**src/hw/rtl/tgr_pkg.sv**
```systemverilog
// shared types, constants and helpers of the touch gesture recognizer
package tgr_pkg;

    localparam int COORD_BITS     = 16;
    localparam int DISPLAY_WIDTH  = 280;
    localparam int DISPLAY_HEIGHT = 240;

    localparam int ADDR_BITS    = 4;
    localparam int REG_IDX_BITS = 2;

    localparam logic [15:0] LX_MAX = 16'(DISPLAY_WIDTH - 1);
    localparam logic [15:0] LY_MAX = 16'(DISPLAY_HEIGHT - 1);

    localparam logic [14:0] RST_SWIPE_TH = 15'd30;
    localparam logic [14:0] RST_TAP_TH   = 15'd10;
    localparam logic [15:0] RST_DTAP_WIN = 16'd350;
    localparam logic [15:0] RST_COOLDOWN = 16'd400;

    typedef enum logic [REG_IDX_BITS-1:0] {
        REG_SWIPE_TH = 2'd0,
        REG_TAP_TH   = 2'd1,
        REG_DTAP_WIN = 2'd2,
        REG_COOLDOWN = 2'd3
    } t_reg_idx;

    typedef enum logic [2:0] {
        EK_KEY_DOWN  = 3'd0,
        EK_KEY_UP    = 3'd1,
        EK_KEY_LEFT  = 3'd2,
        EK_KEY_RIGHT = 3'd3,
        EK_ABS_X     = 3'd4,
        EK_ABS_Y     = 3'd5,
        EK_TOUCH     = 3'd6,
        EK_OTHER     = 3'd7
    } t_event_kind;

    localparam logic [2:0] GC_UP    = 3'd0;
    localparam logic [2:0] GC_DOWN  = 3'd1;
    localparam logic [2:0] GC_LEFT  = 3'd2;
    localparam logic [2:0] GC_RIGHT = 3'd3;
    localparam logic [2:0] GC_DTAP  = 3'd4;

    typedef struct packed {
        logic [14:0] swipe_th;
        logic [14:0] tap_th;
        logic [15:0] dtap_win;
        logic [15:0] cooldown;
    } t_cfg;

    typedef struct packed {
        logic [2:0]  event_kind;
        logic [15:0] event_value;
        logic [31:0] time_ms;
        logic        ui_busy;
    } t_item;

    typedef struct packed {
        logic        gesture_valid;
        logic [2:0]  gesture_code;
        logic        report_valid;
        logic [15:0] report_x;
        logic [15:0] report_y;
        logic        report_touched;
        logic        swiping;
        logic [8:0]  disp_x;
        logic [7:0]  disp_y;
    } t_result;

    // gesture code requested by a gesture key
    function automatic logic [2:0] key_gesture(input logic [1:0] key);
        logic [2:0] code;
        unique case (key)
            2'd0: code = GC_DOWN;
            2'd1: code = GC_UP;
            2'd2: code = GC_LEFT;
            2'd3: code = GC_RIGHT;
        endcase
        return code;
    endfunction

endpackage

```
**src/hw/rtl/tgr_cfg.sv**
```systemverilog
// apb configuration registers of the touch gesture recognizer
module tgr_cfg (
    input  logic                          i_clk,
    input  logic                          i_rst_n,
    input  logic                          psel,
    input  logic                          penable,
    input  logic                          pwrite,
    input  logic [tgr_pkg::ADDR_BITS-1:0] paddr,
    input  logic [31:0]                   pwdata,
    output logic [31:0]                   prdata,
    output logic                          pready,
    output tgr_pkg::t_cfg                 o_cfg
);
    import tgr_pkg::*;

    t_cfg     r_cfg;
    t_reg_idx idx;
    logic     wr_en;

    assign idx    = t_reg_idx'(paddr[ADDR_BITS-1:2]);
    assign pready = 1'b1;
    assign wr_en  = psel & penable & pwrite & pready;
    assign o_cfg  = r_cfg;

    always_ff @(posedge i_clk) begin
        if (!i_rst_n) begin
            r_cfg.swipe_th <= RST_SWIPE_TH;
            r_cfg.tap_th   <= RST_TAP_TH;
            r_cfg.dtap_win <= RST_DTAP_WIN;
            r_cfg.cooldown <= RST_COOLDOWN;
        end else if (wr_en) begin
            unique case (idx)
                REG_SWIPE_TH: r_cfg.swipe_th <= pwdata[14:0];
                REG_TAP_TH:   r_cfg.tap_th   <= pwdata[14:0];
                REG_DTAP_WIN: r_cfg.dtap_win <= pwdata[15:0];
                REG_COOLDOWN: r_cfg.cooldown <= pwdata[15:0];
            endcase
        end
    end

    always_comb begin
        unique case (idx)
            REG_SWIPE_TH: prdata = {17'd0, r_cfg.swipe_th};
            REG_TAP_TH:   prdata = {17'd0, r_cfg.tap_th};
            REG_DTAP_WIN: prdata = {16'd0, r_cfg.dtap_win};
            REG_COOLDOWN: prdata = {16'd0, r_cfg.cooldown};
        endcase
    end

endmodule

```
**src/hw/rtl/tgr_core.sv**
```systemverilog
// touch state and gesture decision for one event per cycle while i_step is set
module tgr_core (
    input  logic             i_clk,
    input  logic             i_rst_n,
    input  logic             i_step,
    input  tgr_pkg::t_item   i_item,
    input  tgr_pkg::t_cfg    i_cfg,
    output tgr_pkg::t_result o_res
);
    import tgr_pkg::*;

    logic [COORD_BITS-1:0] r_coord_x, n_coord_x;
    logic [COORD_BITS-1:0] r_coord_y, n_coord_y;
    logic [COORD_BITS-1:0] r_origin_x, n_origin_x;
    logic [COORD_BITS-1:0] r_origin_y, n_origin_y;
    logic                  r_pressed, n_pressed;
    logic                  r_was_pressed, n_was_pressed;
    logic                  r_in_progress, n_in_progress;
    logic                  r_gesture_done, n_gesture_done;
    logic [31:0]           r_last_gesture, n_last_gesture;
    logic [31:0]           r_last_tap, n_last_tap;

    t_event_kind   kind;
    logic          emit_ok;
    logic [31:0]   since_gesture;
    logic [31:0]   since_tap;
    logic [15:0]   cx16, cy16, ox16, oy16;
    logic [15:0]   dx_u, dy_u, adx_u, ady_u;
    logic signed [16:0] adx, ady, sw, tp;
    logic          dx_pos, dy_pos;
    logic          want;
    logic [2:0]    want_code;
    logic          g_valid;
    logic [2:0]    g_code;
    logic [15:0]   ncx16, ncy16;

    assign kind          = t_event_kind'(i_item.event_kind);
    assign since_gesture = i_item.time_ms - r_last_gesture;
    assign since_tap     = i_item.time_ms - r_last_tap;
    assign emit_ok       = (since_gesture >= {16'd0, i_cfg.cooldown}) && !i_item.ui_busy;

    // drag rotated by 270 degrees
    assign cx16  = 16'(r_coord_x);
    assign cy16  = 16'(r_coord_y);
    assign ox16  = 16'(r_origin_x);
    assign oy16  = 16'(r_origin_y);
    assign dx_u  = cy16 - oy16;
    assign dy_u  = ox16 - cx16;
    assign adx_u = dx_u[15] ? (~dx_u + 16'd1) : dx_u;
    assign ady_u = dy_u[15] ? (~dy_u + 16'd1) : dy_u;
    assign adx   = signed'({adx_u[15], adx_u});
    assign ady   = signed'({ady_u[15], ady_u});
    assign sw    = signed'({2'b00, i_cfg.swipe_th});
    assign tp    = signed'({2'b00, i_cfg.tap_th});
    assign dx_pos = !dx_u[15] && (dx_u != 16'd0);
    assign dy_pos = !dy_u[15] && (dy_u != 16'd0);

    always_comb begin
        n_coord_x      = r_coord_x;
        n_coord_y      = r_coord_y;
        n_origin_x     = r_origin_x;
        n_origin_y     = r_origin_y;
        n_pressed      = r_pressed;
        n_was_pressed  = r_was_pressed;
        n_in_progress  = r_in_progress;
        n_gesture_done = r_gesture_done;
        n_last_gesture = r_last_gesture;
        n_last_tap     = r_last_tap;
        g_valid        = 1'b0;
        g_code         = GC_UP;
        want           = 1'b0;
        want_code      = GC_UP;

        unique case (kind)
            EK_KEY_DOWN, EK_KEY_UP, EK_KEY_LEFT, EK_KEY_RIGHT: begin
                if (i_item.event_value == 16'd1) begin
                    n_gesture_done = 1'b1;
                    if (emit_ok) begin
                        g_valid        = 1'b1;
                        g_code         = key_gesture(i_item.event_kind[1:0]);
                        n_last_gesture = i_item.time_ms;
                    end
                end
            end
            EK_ABS_X: n_coord_x = i_item.event_value[COORD_BITS-1:0];
            EK_ABS_Y: n_coord_y = i_item.event_value[COORD_BITS-1:0];
            EK_TOUCH: begin
                n_pressed = (i_item.event_value != 16'd0);
                if (n_pressed && !r_was_pressed) begin
                    n_origin_x     = r_coord_x;
                    n_origin_y     = r_coord_y;
                    n_in_progress  = 1'b1;
                    n_gesture_done = i_item.ui_busy;
                end else if (!n_pressed) begin
                    if (!r_gesture_done && r_in_progress) begin
                        priority if (ady > adx && ady > sw) begin
                            want      = 1'b1;
                            want_code = dy_pos ? GC_DOWN : GC_UP;
                        end else if (adx > ady && adx > sw) begin
                            want      = 1'b1;
                            want_code = dx_pos ? GC_RIGHT : GC_LEFT;
                        end else if (adx <= tp && ady <= tp) begin
                            if (r_last_tap != 32'd0 && since_tap < {16'd0, i_cfg.dtap_win}) begin
                                n_last_tap = 32'd0;
                                want       = 1'b1;
                                want_code  = GC_DTAP;
                            end else begin
                                n_last_tap = i_item.time_ms;
                            end
                        end else begin
                            want = 1'b0;
                        end
                        if (want && emit_ok) begin
                            g_valid        = 1'b1;
                            g_code         = want_code;
                            n_last_gesture = i_item.time_ms;
                        end
                    end
                    n_in_progress  = 1'b0;
                    n_gesture_done = 1'b0;
                end
                n_was_pressed = n_pressed;
            end
            EK_OTHER: ;
        endcase
    end

    assign ncx16 = 16'(n_coord_x);
    assign ncy16 = 16'(n_coord_y);

    always_comb begin
        o_res.gesture_valid  = g_valid;
        o_res.gesture_code   = g_code;
        o_res.report_valid   = (kind == EK_TOUCH);
        o_res.report_x       = ncx16;
        o_res.report_y       = ncy16;
        o_res.report_touched = n_pressed;
        o_res.swiping        = n_in_progress;
        o_res.disp_x         = (ncy16 > LX_MAX) ? LX_MAX[8:0] : ncy16[8:0];
        o_res.disp_y         = (ncx16 > LY_MAX) ? 8'd0 : 8'(LY_MAX - ncx16);
    end

    always_ff @(posedge i_clk) begin
        if (!i_rst_n) begin
            r_coord_x      <= '0;
            r_coord_y      <= '0;
            r_origin_x     <= '0;
            r_origin_y     <= '0;
            r_pressed      <= 1'b0;
            r_was_pressed  <= 1'b0;
            r_in_progress  <= 1'b0;
            r_gesture_done <= 1'b0;
            r_last_gesture <= 32'd0;
            r_last_tap     <= 32'd0;
        end else if (i_step) begin
            r_coord_x      <= n_coord_x;
            r_coord_y      <= n_coord_y;
            r_origin_x     <= n_origin_x;
            r_origin_y     <= n_origin_y;
            r_pressed      <= n_pressed;
            r_was_pressed  <= n_was_pressed;
            r_in_progress  <= n_in_progress;
            r_gesture_done <= n_gesture_done;
            r_last_gesture <= n_last_gesture;
            r_last_tap     <= n_last_tap;
        end
    end

    // release always ends the touch
    a_release_clears: assert property (@(posedge i_clk) disable iff (!i_rst_n)
        i_step && kind == EK_TOUCH && i_item.event_value == 16'd0
        |=> !r_in_progress && !r_gesture_done && !r_pressed)
        else $error("release left touch state set");

    // emitted gesture restarts the cooldown at its own time
    a_emit_time: assert property (@(posedge i_clk) disable iff (!i_rst_n)
        i_step && o_res.gesture_valid |=> r_last_gesture == $past(i_item.time_ms))
        else $error("cooldown not restarted on gesture");

    // a double tap consumes the stored tap
    a_dtap_clears: assert property (@(posedge i_clk) disable iff (!i_rst_n)
        i_step && o_res.gesture_valid && o_res.gesture_code == GC_DTAP
        |=> r_last_tap == 32'd0)
        else $error("double tap left tap recorded");

    // swiping in the result matches the stored state
    a_swiping_state: assert property (@(posedge i_clk) disable iff (!i_rst_n)
        i_step |=> r_in_progress == $past(o_res.swiping))
        else $error("swiping flag out of step with state");

endmodule

```
**src/hw/rtl/touch_gesture_recognizer.sv**
```systemverilog
// touch gesture recognizer top level with stream ports and apb configuration
// One touch event is taken per clock cycle in sustained operation while the output is not
// stalled: the event sits in an input register, the touch state and the gesture decision
// are updated combinationally between that register and the result register, and the
// result register is refilled while its previous content is being taken. Every event
// gives exactly one result. Write the configuration registers only while no events are
// in flight.
module touch_gesture_recognizer (
    input  logic                          i_clk,
    input  logic                          i_rst_n,
    input  logic                          s_axis_tvalid,
    output logic                          s_axis_tready,
    // event_value[15:0], time_ms[47:16], ui_busy[48], zero fill
    input  logic [55:0]                   s_axis_tdata,
    // event_kind[2:0]
    input  logic [2:0]                    s_axis_tuser,
    output logic                          m_axis_tvalid,
    input  logic                          m_axis_tready,
    // report_x[15:0], report_y[31:16], report_touched[32], swiping[33],
    // disp_x[42:34], disp_y[50:43], zero fill
    output logic [55:0]                   m_axis_tdata,
    // gesture_valid[0], gesture_code[3:1], report_valid[4]
    output logic [4:0]                    m_axis_tuser,
    input  logic                          psel,
    input  logic                          penable,
    input  logic                          pwrite,
    input  logic [tgr_pkg::ADDR_BITS-1:0] paddr,
    input  logic [31:0]                   pwdata,
    output logic [31:0]                   prdata,
    output logic                          pready
);
    import tgr_pkg::*;

    t_cfg    cfg;
    t_item   r_in;
    logic    r_in_valid;
    t_result r_out;
    logic    r_out_valid;
    t_result core_res;
    logic    advance;

    assign advance       = r_in_valid && (!r_out_valid || m_axis_tready);
    assign s_axis_tready = !r_in_valid || advance;

    always_ff @(posedge i_clk) begin
        if (!i_rst_n) begin
            r_in_valid <= 1'b0;
        end else if (s_axis_tready) begin
            r_in_valid <= s_axis_tvalid;
        end
    end

    always_ff @(posedge i_clk) begin
        if (s_axis_tvalid && s_axis_tready) begin
            r_in.event_kind  <= s_axis_tuser;
            r_in.event_value <= s_axis_tdata[15:0];
            r_in.time_ms     <= s_axis_tdata[47:16];
            r_in.ui_busy     <= s_axis_tdata[48];
        end
    end

    tgr_cfg u_cfg (
        .i_clk   (i_clk),
        .i_rst_n (i_rst_n),
        .psel    (psel),
        .penable (penable),
        .pwrite  (pwrite),
        .paddr   (paddr),
        .pwdata  (pwdata),
        .prdata  (prdata),
        .pready  (pready),
        .o_cfg   (cfg)
    );

    tgr_core u_core (
        .i_clk   (i_clk),
        .i_rst_n (i_rst_n),
        .i_step  (advance),
        .i_item  (r_in),
        .i_cfg   (cfg),
        .o_res   (core_res)
    );

    always_ff @(posedge i_clk) begin
        if (!i_rst_n) begin
            r_out_valid <= 1'b0;
        end else if (advance) begin
            r_out_valid <= 1'b1;
        end else if (m_axis_tready) begin
            r_out_valid <= 1'b0;
        end
    end

    always_ff @(posedge i_clk) begin
        if (advance) begin
            r_out <= core_res;
        end
    end

    assign m_axis_tvalid = r_out_valid;
    assign m_axis_tuser  = {r_out.report_valid, r_out.gesture_code, r_out.gesture_valid};
    assign m_axis_tdata  = {5'd0, r_out.disp_y, r_out.disp_x, r_out.swiping,
                            r_out.report_touched, r_out.report_y, r_out.report_x};

endmodule
```
**config.mk**
```make
export PLATFORM = sky130hd
export DESIGN_NAME = touch_gesture_recognizer
export DESIGN_NICKNAME = d
export VERILOG_FILES = /design/src/hw/rtl/tgr_pkg.sv /design/src/hw/rtl/tgr_cfg.sv /design/src/hw/rtl/tgr_core.sv /design/src/hw/rtl/touch_gesture_recognizer.sv
export SDC_FILE = /design/constraint.sdc
export NUM_CORES = 1
export LEC_CHECK = 0
export BUFFER_PORTS_ARGS = -buffer_cell sky130_fd_sc_hd__buf_2
export CORE_MARGIN = 2
export CORE_UTILIZATION = 30
export DETAILED_ROUTE_END_ITERATION = 16
export PLACE_DENSITY = 0.6
export SLEW_MARGIN = 10
export SYNTH_ARGS = -nofsm -noshare
export SYNTH_HDL_FRONTEND = slang
export SYNTH_SLANG_ARGS = --single-unit
```
**constraint.sdc**
```tcl
create_clock -name i_clk -period 6.3 [get_ports i_clk]
set_clock_uncertainty 0.2 [all_clocks]
set_input_delay 1.26 -clock i_clk [delete_from_list [all_inputs] [get_ports i_clk]]
set_output_delay 1.26 -clock i_clk [all_outputs]
set_load 0.02 [all_outputs]
```
## After elaboration in Yosys (flattened, before gate mapping)

Index checks and enable logic that the tools add are counted.

| word-level totals | value |
|---|---|
| register bits after elaboration | 304 |
| output and inout port bits | 96 |

| operators by class | value |
|---|---|
| add/sub/neg operators | 7 |
| order comparisons | 10 |
| eq/ne operators | 20 |
| multiplexer cells | 52 |
| bitwise gates (word level) | 8 |
| reductions and logical operators | 40 |

Operator list:

| kind | number |
|---|---|
| 2-to-1 mux 32 bit | 7 |
| one-hot mux 32 bit (4 select lines) | 1 |
| greater-than comparator 16 bit | 4 |
| 2-to-1 mux 16 bit | 4 |
| one-hot mux 32 bit (2 select lines) | 1 |
| subtractor 32 bit | 2 |
| nonzero test 16 bit | 3 |
| adder 16 x 1 -> 16 bit (second input constant) | 2 |
| >= comparator 32 x 16 -> 1 bit | 1 |
| <= comparator 16 bit | 2 |
| < comparator 32 x 16 -> 1 bit | 1 |
| inverter 16 bit | 2 |
| nonzero test 32 bit | 1 |
| subtractor 16 bit | 2 |
| 2-to-1 mux 3 bit | 10 |
| 2-to-1 mux 1 bit | 25 |
| equality test 16 x 1 -> 1 bit (second input constant) | 1 |
| greater-than comparator 16 x 8 -> 1 bit (second input constant) | 1 |
| greater-than comparator 16 x 9 -> 1 bit (second input constant) | 1 |
| AND reduction 8 bit | 2 |
| logical AND 1 bit | 12 |
| one-hot mux 3 bit (4 select lines) | 1 |
| AND reduction 2 bit | 5 |
| equality test 3 bit (second input constant) | 3 |
| other kinds (20) | 43 |

## Longest topological paths before layout

Gate-level depths: netlist (run 1).

| depth | value |
|---|---|
| depth after elaboration | 19 |
| mapped depth | 28 |
| gate-level depth less buffers | 26 |

## Cells and area by module

Synthesis (run 1) repeated with hierarchy kept, for this count alone.

| second synthesis, totals | value |
|---|---|
| cells, all modules | 2,361 |
| area total of the unflattened synthesis | 20,967.6 µm² |

Modules (own cells, without submodules):

| module | instances | cells each | area an instance (µm²) | sequential area each (µm²) |
|---|---|---|---|---|
| tgr_core | 1 | 1,955 | 14,681.6 | 2,642.5 |
| touch_gesture_recognizer | 1 | 123 | 3,388.2 | 3,283.1 |
| tgr_cfg | 1 | 283 | 2,897.8 | 1,241.2 |

## Least setup slack after synthesis (run 1)

OpenSTA, ideal clock, no wires.

| timing | value |
|---|---|
| path kind | flip-flop to flip-flop |
| start | reg r_in[2] (netlist bit) |
| end | reg u_core.r_last_gesture[1] |
| data arrival time | 5.565 ns |
| setup slack | 0.463 ns |
| stages on the path, launching flop included | 28 |
| buffers on the path | 2 |
| clock period less this slack | 5.837 ns |
| cell sequence | edfxtp_1 -> ha_1 -> nor2b_1 -> o21ai_0 -> a21o_1 -> a21oi_1 -> o21a_1 -> o21ai_0 -> nand2b_1 -> and2_1 -> a21oi_1 -> xnor2_1 -> ha_1 -> a21o_1 -> a21oi_1 -> o22ai_1 -> nor4_1 -> o221ai_1 -> nor4_1 -> o211ai_1 -> nor4_2 -> o311ai_1 -> or4_4 -> buf_6 -> or2_4 -> a31oi_4 -> buf_12 -> mux2i_1 |

| between the ends | value |
|---|---|
| cells in the longest elaborated chain, start to end | 14 |
| elaborated cells on any way between the ends | 25 |
| those cells by class | add/sub: 2; order compare: 2; eq/ne: 2; mux: 15; reduce/logical: 4 |

Ends and longest elaborated chain:

| item | line | RTL |
|---|---|---|
| from (decl) | touch_gesture_recognizer.sv:35 | `t_item r_in;` |
| subtractor 32 bit | tgr_core.sv:39 | `assign since_tap = i_item.time_ms - r_last_tap;` |
| < comparator 32 x 16 -> 1 bit | tgr_core.sv:103 | `if (r_last_tap != 32'd0 && since_tap < {16'd0, i_cfg.dtap_win}) begin` |
| logical AND 1 bit | tgr_core.sv:103 |  |
| 2-to-1 mux 1 bit | tgr_core.sv:103 |  |
| 2-to-1 mux 1 bit | tgr_core.sv:102 | `end else if (adx <= tp && ady <= tp) begin` |
| 2-to-1 mux 1 bit | tgr_core.sv:99 | `end else if (adx > ady && adx > sw) begin` |
| 2-to-1 mux 1 bit | tgr_core.sv:96 | `priority if (ady > adx && ady > sw) begin` |
| 2-to-1 mux 1 bit | tgr_core.sv:95 | `if (!r_gesture_done && r_in_progress) begin` |
| 2-to-1 mux 1 bit | tgr_core.sv:94 | `end else if (!n_pressed) begin` |
| 2-to-1 mux 1 bit | tgr_core.sv:89 | `if (n_pressed && !r_was_pressed) begin` |
| 2-to-1 mux 1 bit | tgr_core.sv:74 | `unique case (kind)` |
| logical AND 1 bit | tgr_core.sv:113 | `if (want && emit_ok) begin` |
| != test 2 x 1 -> 1 bit (no source line) | n/a |  |
| AND reduction 8 bit (no source line) | n/a |  |
| to (signal assigned) | tgr_core.sv:164 | `r_last_gesture <= n_last_gesture;` |
| to (decl) | tgr_core.sv:20 | `logic [31:0] r_last_gesture, n_last_gesture;` |

Several ways; a longest one is shown, not always the timed one. The select of a mux whose other input is x is not followed.
A chain may end at the register's enable or synchronous reset.

## Worst setup path after layout (run 1)

| timing | value |
|---|---|
| start | reg u_core.r_coord_y[0] (netlist: u_core.cy16[0]) |
| end | reg u_core.r_last_gesture[16] |

| between the ends | value |
|---|---|
| cells in the longest elaborated chain, start to end | 16 |
| elaborated cells on any way between the ends | 21 |
| those cells by class | add/sub: 2; order compare: 4; eq/ne: 1; mux: 8; bitwise: 1; reduce/logical: 5 |

Ends and longest elaborated chain:

| item | line | RTL |
|---|---|---|
| from (decl) | tgr_core.sv:13 | `logic [COORD_BITS-1:0] r_coord_y, n_coord_y;` |
| from (signal assigned) | tgr_core.sv:157 | `r_coord_y <= n_coord_y;` |
| subtractor 16 bit * | tgr_core.sv:47 | `assign dx_u = cy16 - oy16;` |
| inverter 16 bit | tgr_core.sv:49 | `assign adx_u = dx_u[15] ? (~dx_u + 16'd1) : dx_u;` |
| adder 16 x 1 -> 16 bit | tgr_core.sv:49 |  |
| 2-to-1 mux 16 bit * | tgr_core.sv:49 |  |
| <= comparator 16 bit | tgr_core.sv:102 |  |
| logical AND 1 bit | tgr_core.sv:102 |  |
| 2-to-1 mux 1 bit | tgr_core.sv:102 |  |
| 2-to-1 mux 1 bit | tgr_core.sv:99 |  |
| 2-to-1 mux 1 bit * | tgr_core.sv:96 |  |
| 2-to-1 mux 1 bit * | tgr_core.sv:95 |  |
| 2-to-1 mux 1 bit * | tgr_core.sv:94 |  |
| 2-to-1 mux 1 bit * | tgr_core.sv:89 |  |
| 2-to-1 mux 1 bit * | tgr_core.sv:74 |  |
| logical AND 1 bit * | tgr_core.sv:113 |  |
| != test 2 x 1 -> 1 bit (no source line) * | n/a |  |
| AND reduction 8 bit (no source line) * | n/a |  |

Mark *: on every way between the ends. The rest lies on a longest branch, timed or not. The select of a mux whose other input is x is not followed.

==> run summary, run 1 <==
EDFF count, synth: 108
Synth Warn #: 0
synth top area cells: dfxtp_1, edfxtp_1, ha_1
# fillers: 7047
Synth Area per Inst: 8.68 µm²
CP arrival: 6.33 ns
CTS buffer count: 37
Crit Path Max Fanout: 7
CP startpoint kind: flop
I/O Pins: 198
site row count: 96
Die Area: 71000 µm²
H-Tree Depth: 2
Area Growth Syn to Fin: 15.0%
total core area: 68300 µm²
top_reg_cell synth: dfxtp_1
DR pass1 iterations: 5
storage element area: 7170 µm²
top cell type's share of synthesized area: 19.0%
Max Clock Freq: 165 MHz
Setup Crit Path Kind: reg -> reg
Rel. slew slack: 33.1%
share of cells above drive strength 1: 13.9%
Final GP Congestion: 0.900
worst r2r dst: u_core.r_last_gesture[16]
port bufs: 150
DR DRC count: 0
CTS Buffer Depth: 3
hpwl dp: 44.3 mm
clock root buffer: clkbuf_16
Worst R2R Start: u_core.cy16[0]
status: completed
Hold Crit Depth: 2
CTS tree: built
Synth cell types: 106
max cap viols: 0
hold path start: u_core.oy16[13]
total power: 6.83 mW
CP required: 6.59 ns
nets@finish: 2835
initial detailed-routing violation count: 1220
Period Utilization, post-route: 96.0%
vias in the first global route: 16300
Yosys top cell by area: dfxtp_1
grt ovf: 0
commonest non-fill, non-tap cell in the layout: nand2_1
HP Class: reg -> reg
maximum VDD drop: 0.000274 V
Async S/R FF share, synth: 0%
final-report hold violation count: 0
dpl cells: 3361
static leakage: 9.36 nW
routed wire length: 58.8 mm
Worst-Skew Late Latency: 0.56 ns
Final Non-Filler Cells: 3434
most frequent cells in the layout: nand2_1, a21oi_1, inv_1
largest net degree at the start of global routing: 85
DR vias: 17500
Post-DRT Antenna Nets: 0
Mapped Cells: 2381
Die Ht: 266 µm
CTS clk-pin slew, worst paths: 0.06 ns
reg-to-reg setup timing slack: 0.25 ns
min cycle time layout: 6.05 ns
R2R depth: 23
Slew @ Worst Pin: 1.00 ns
wire per inst: 17.1 µm
Worst Hold Path EP: u_core.oy16[13]
GRT Overall Usage: 16.2%
final setup vio count: 0
area of the multi-input gates: 12200 µm²
Sink Count: 304
final-report max-slew violation count: 0
first-pass GRT wire length: 92.0 mm
Post-Syn Area: 20700 µm²
#FFs+latches synth: 304
initial antenna violation count: 9
post-synthesis sequential area ratio: 34.7%
number of vias per cell: 5.11
PD cells: 287 nW/µm²
Starting Density: 30.2%
Die X: 266 µm
element type at the critical path end: flop
[cells by family (layout without fill, tap and decap cells)]
group,after synthesis,after routing,share of synthesized area (%)
compound gates,608,608,18.7
simple gates,737,737,16.9
buf+inv,336,486,7.30
mux,90,90,5.39
other cells,2,23,0.0363
fa+ha+maj,210,210,12.9
xor+xnor,94,94,4.11
flops,304,304,34.7
[layer usage]
layer	GRT usage [%]	vias to the layer above	routed length [µm]
met5	0	-	67
met4	4.28	12	1370
met3	3.11	90	3510
met2	25.1	411	25600
met1	23.0	8282	28200
li1	-	8752	-
[registers in the layout, indices dropped and copies added (netlist names), 32 cells and up]
name / flops
u_core.r_last_tap: 32
r_in: 52
u_core.r_last_gesture: 32
u_cfg.o_cfg: 62
m_axis_tdata: 51
[layout make-up]
| cell class | count | area share (%) |
|---|---|---|
| Timing Repair Buffer | 200 | 5.05 |
| Inverter | 219 | 3.47 |
| Clock buffer | 47 | 4.35 |
| Antenna cell | 1 | 0.0105 |
| Tap cell | 882 | 4.64 |
| Clock inverter | 20 | 0.958 |
| Multi-Input combinational cell | 1761 | 51.4 |
| Sequential cell | 304 | 30.2 |
[Yosys cell counts, types with 5 or more instances]
cell	number
nand2_1	327
nand4_1	59
buf_1	5
or3_1	7
o21a_1	25
o21bai_1	11
nor2b_1	22
nor2_1	140
clkbuf_1	70
o22ai_1	5
mux2i_1	56
dfxtp_1	196
mux2_2	18
o2111ai_1	6
o31ai_1	6
a21o_1	71
a21oi_1	231
edfxtp_1	108
a31oi_1	10
ha_1	206
nand2b_1	22
clkbuf_8	8
o21ai_0	95
and3_1	17
nor4_1	23
o21ai_1	9
mux4_2	15
nand3_1	28
buf_4	23
and2_1	10
a211oi_1	34
a2111oi_0	10
or2_2	7
a211o_1	5
inv_1	219
nor3_1	31
xnor2_1	59
xor2_1	33
and4_1	7
o211ai_1	30
[through the flow]
| step | setup TNS (ns) | util [%] | worst slack, ns | hold slack [ns] | area [µm²] |
|---|---|---|---|---|---|
| 4_1_cts | 0 | 34.5 | 0.0686 | 0.256 | 23600 |
| 2_1_floorplan | 0 | - | 0.463 | 0.235 | 20700 |
| 3_3_place_gp | 0 | 32.6 | 0.170 | 0.243 | 22300 |
| 6_report | 0 | 34.8 | 0.254 | 0.253 | 23800 |
| 3_5_place_dp | 0 | 32.6 | 0.103 | 0.247 | 22300 |
| 5_1_grt | -0.0271 | 34.8 | -0.0114 | 0.274 | 23800 |
[how the worst max path moves through the flow]
| stage | slack (ns) | end | from |
|---|---|---|---|
| 2_1_floorplan | 0.46 | u_core.r_last_gesture[1] | r_in[2] |
| 3_3_place_gp | 0.17 | u_core.r_last_gesture[3] | r_in[1] |
| 3_5_place_dp | 0.10 | u_core.r_last_gesture[16] | r_in[1] |
| 4_1_cts | 0.07 | u_core.r_last_gesture[3] | r_in[1] |
| 5_1_grt | -0.01 | u_core.r_last_gesture[25] | u_core.cy16[0] |
| 6_report | 0.25 | u_core.r_last_gesture[16] | u_core.cy16[0] |
[power by group]
group	total, mW	switching [mW]	internal, mW
Clock	2.23	0.895	1.33
Sequential	2.17	0.0569	2.11
Combinational	2.43	1.50	0.930
[worst max-delay path, stage by stage (launching register included)]
cell and delay, ns:
dfxtp_1 0.34, inv_1 0.07, ha_1 0.16, inv_1 0.06
fa_1 0.39, a211oi_2 0.27, o211ai_1 0.14, a21oi_2 0.18
xor2_2 0.24, nand3_2 0.15, or4_2 0.65, o21ai_0 0.21
xnor2_1 0.24, ha_1 0.31, a21o_1 0.18, a2111oi_1 0.40
o31ai_1 0.13, a41oi_1 0.22, a22o_2 0.24, mux2_2 0.42
a31oi_4 0.28, buf_12 0.15, buf_8 0.16, mux2i_1 0.19
[timing repair]
item | CTS | global route
setup buffers | 0 | 3
hold buffers | 0 | 0
setup endpoints to repair | 0 | 65
gates resized for setup | 0 | 25
Power figures use the tool's default switching activity.
==> run 2, diff against run 1 <==
--- a/config.mk
+++ b/config.mk
@@ -5,11 +5,12 @@
 export SDC_FILE = /design/constraint.sdc
 export NUM_CORES = 1
 export LEC_CHECK = 0
+export ABC_AREA = 1
 export BUFFER_PORTS_ARGS = -buffer_cell sky130_fd_sc_hd__buf_2
 export CORE_MARGIN = 2
 export CORE_UTILIZATION = 30
 export DETAILED_ROUTE_END_ITERATION = 16
-export PLACE_DENSITY = 0.6
+export PLACE_DENSITY = 0.58
 export SLEW_MARGIN = 10
 export SYNTH_ARGS = -nofsm -noshare
 export SYNTH_HDL_FRONTEND = slang
==> constraint.sdc (replaced) <==
create_clock -name i_clk -period 7.1 [get_ports i_clk]
set_clock_uncertainty 0.2 [all_clocks]
set_input_delay 1.42 -clock i_clk [delete_from_list [all_inputs] [get_ports i_clk]]
set_output_delay 1.42 -clock i_clk [all_outputs]
set_load 0.02 [all_outputs]
==> run summary, run 2 <==
status: completed (unchanged)
most frequent CP cell: nand2_1
Mapped Cells: 2836 (was 2381)
Setup Crit Path Kind: reg -> reg (unchanged)
Rel. slew slack: 17.4% (was 33.1%)
#FFs+latches synth: 304 (unchanged)
Worst-Skew Late Latency: 0.59 ns (was 0.56 ns)
Post-Layout Inst Area: 23800 µm² (about the same)
Setup TNS Final: 0 ns (unchanged)
DR vias: 18700 (was 17500)
HP Class: reg -> reg (unchanged)
top-count cell post-synth: nand2_1 (unchanged)
CP required: 7.32 ns (was 6.59 ns)
# Post-CTS Setup Buffers: 0 (unchanged)
Area Growth Syn to Fin: 13.8% (was 15.0%)
element type at the critical path end: flop (unchanged)
number of vias per cell: 4.78 (was 5.11)
largest net degree at the start of global routing: 85 (unchanged)
Crit Path Max Fanout: 41 (was 7)
Hold Buf Count CTS: 0 (unchanged)
PD cells: 254 nW/µm² (was 287 nW/µm²)
site row count: 96 (unchanged)
initial detailed-routing violation count: 1508 (was 1220)
CTS clk-pin slew, worst paths: 0.06 ns (about the same)
CTS resizes: 0 (unchanged)
routed wire length: 61.5 mm (was 58.8 mm)
Die X: 268 µm (was 266 µm)
final-report hold violation count: 0 (unchanged)
nets@finish: 3270 (was 2835)
GRT Overall Usage: 16.8% (was 16.2%)
grt met2 use: 24.8% (was 25.1%)
CTS tree: built (unchanged)
Largest register FFs: 62 (unchanged)
Period Utilization, post-route: 82.8% (was 96.0%)
min cycle time layout: 5.88 ns (was 6.05 ns)
Synth Area per Inst: 7.37 µm² (was 8.68 µm²)
Slew @ Worst Pin: 1.23 ns (was 1.00 ns)
Starting Density: 30.4% (was 30.2%)
total core area: 68800 µm² (was 68300 µm²)
Die Area: 71800 µm² (was 71000 µm²)
Synth Warn #: 0 (unchanged)
maximum VDD drop: 0.000154 V (was 0.000274 V)
Synth cell types: 60 (was 106)
DR pass1 iterations: 5 (unchanged)
CP max stage delay: 0.51 ns (was 0.65 ns)
DP Area: 22400 µm² (was 22300 µm²)
clock root buffer: clkbuf_16 (unchanged)
Die Ht: 268 µm (was 266 µm)
Async S/R FF share, synth: 0% (unchanged)
initial antenna violation count: 6 (was 9)
post-synthesis sequential area ratio: 34.3% (was 34.7%)
busiest grt layer: met1 (was met2)
grt ovf: 0 (unchanged)
static leakage: 10.9 nW (was 9.36 nW)
CP max-delay cell: or3b_2 (was or4_2)
Sink Count: 304 (unchanged)
final setup vio count: 0 (unchanged)
H-Tree Depth: 2 (unchanged)
max cap viols: 0 (unchanged)
CTS Buffer Depth: 3 (unchanged)
DR DRC count: 0 (unchanged)
most frequent cells in the layout: nand2_1, inv_1, a21oi_1 (was nand2_1, a21oi_1, inv_1)
met1 Track Usage GR: 25.0% (was 23.0%)
Post-Syn Area: 20900 µm² (was 20700 µm²)
CP arrival: 6.10 ns (was 6.33 ns)
share of cells above drive strength 1: 9.77% (was 13.9%)
CTS buffer count: 38 (was 37)
top cell type's share of synthesized area: 18.8% (was 19.0%)
final-report max-slew violation count: 0 (unchanged)
wire per inst: 15.7 µm (was 17.1 µm)
RSZ-0062 raised after global routing: no
Final GP Congestion: 0.893 (was 0.900)
met3 Track Usage GR: 3.08% (was 3.11%)
vias in the first global route: 17000 (was 16300)
port bufs: 150 (unchanged)
Yosys top cell by area: dfxtp_1 (unchanged)
Synth top cells by count: nand2_1, inv_1, a21oi_1 (was nand2_1, a21oi_1, inv_1)
synth top area cells: dfxtp_1, edfxtp_1, ha_1 (unchanged)
first-pass GRT wire length: 94.9 mm (was 92.0 mm)
I/O Pins: 198 (unchanged)
Post-DRT Antenna Nets: 0 (unchanged)
CP startpoint kind: flop (unchanged)
hpwl dp: 48.1 mm (was 44.3 mm)
commonest non-fill, non-tap cell in the layout: nand2_1 (unchanged)
top_reg_cell synth: dfxtp_1 (unchanged)
total power: 6.03 mW (was 6.83 mW)
EDFF count, synth: 108 (unchanged)
Max Clock Freq: 170 MHz (was 165 MHz)
[run 2: layout make-up]
class | instances | area, µm²
timing repair buffer | 162 | 843
clock buffer | 45 | 1030
antenna | 1 | 2.50
clock inverter | 25 | 304
inverter | 459 | 1730
fill | 7368 | 45000
tap | 931 | 1160
multi-input combinational | 1993 | 11500
sequential | 304 | 7170
[run 2: worst max-delay path: cells and delay by family (launching register included)]
family,cells,cell delay [ns]
buffers and inverters,3,0.53
AND/OR/NAND/NOR,16,2.93
flip-flops,1,0.41
AO/OA/AOI/OAI,3,0.43
XOR/XNOR,1,0.22
adder cells (fa/ha/maj),3,0.97
[run 2: final timing paths]
kind | from | endpoint | slack (ns) | depth (start not counted)
worst min-delay path | u_core.ox16[0] | u_core.ox16[0] | 0.26 | 2
worst max-delay path | u_core.cx16[0] | u_core.r_last_tap[31] | 1.22 | 26
worst max register to register | u_core.cx16[0] | u_core.r_last_tap[31] | 1.22 | 26
worst min register to register | u_core.ox16[0] | u_core.ox16[0] | 0.26 | 2
[run 2: through the flow]
stage                     setup slack [ns]  hold slack, ns  std cells  util, %
after CTS                             1.27           0.263       3919     34.5
after global routing                 0.725           0.271       3919     34.5
final                                 1.22           0.260       3920     34.5
after floorplan                       2.43           0.235       2856        -
after detailed placement              1.34           0.253       3849     32.6
after global placement                1.38           0.246       3849     32.6
[run 2: kinds of logic after synthesis]
family          count (synthesis)  share of synthesized area (%)
simple gates                  995                           20.5
compound gates                684                           18.2
buf+inv                       559                           10.8
flops                         304                           34.3
fa+ha+maj                     210                           12.7
xor+xnor                       82                           3.44
other cells                     2                         0.0359
[run 2: layer usage]
layer / routed length (µm) / part of all wire, %
met5: 56 / 0.091
met2: 25200 / 41
met4: 1170 / 1.9
met3: 3880 / 6.3
met1: 31100 / 51
[run 2: where the power goes]
part	switching, mW	internal [mW]	total (mW)	leakage, nW
Clock	0.859	1.20	2.06	0.648
Sequential	0.0583	1.88	1.94	2.63
Combinational	1.35	0.676	2.03	7.62
Total	2.27	3.76	6.03	10.9
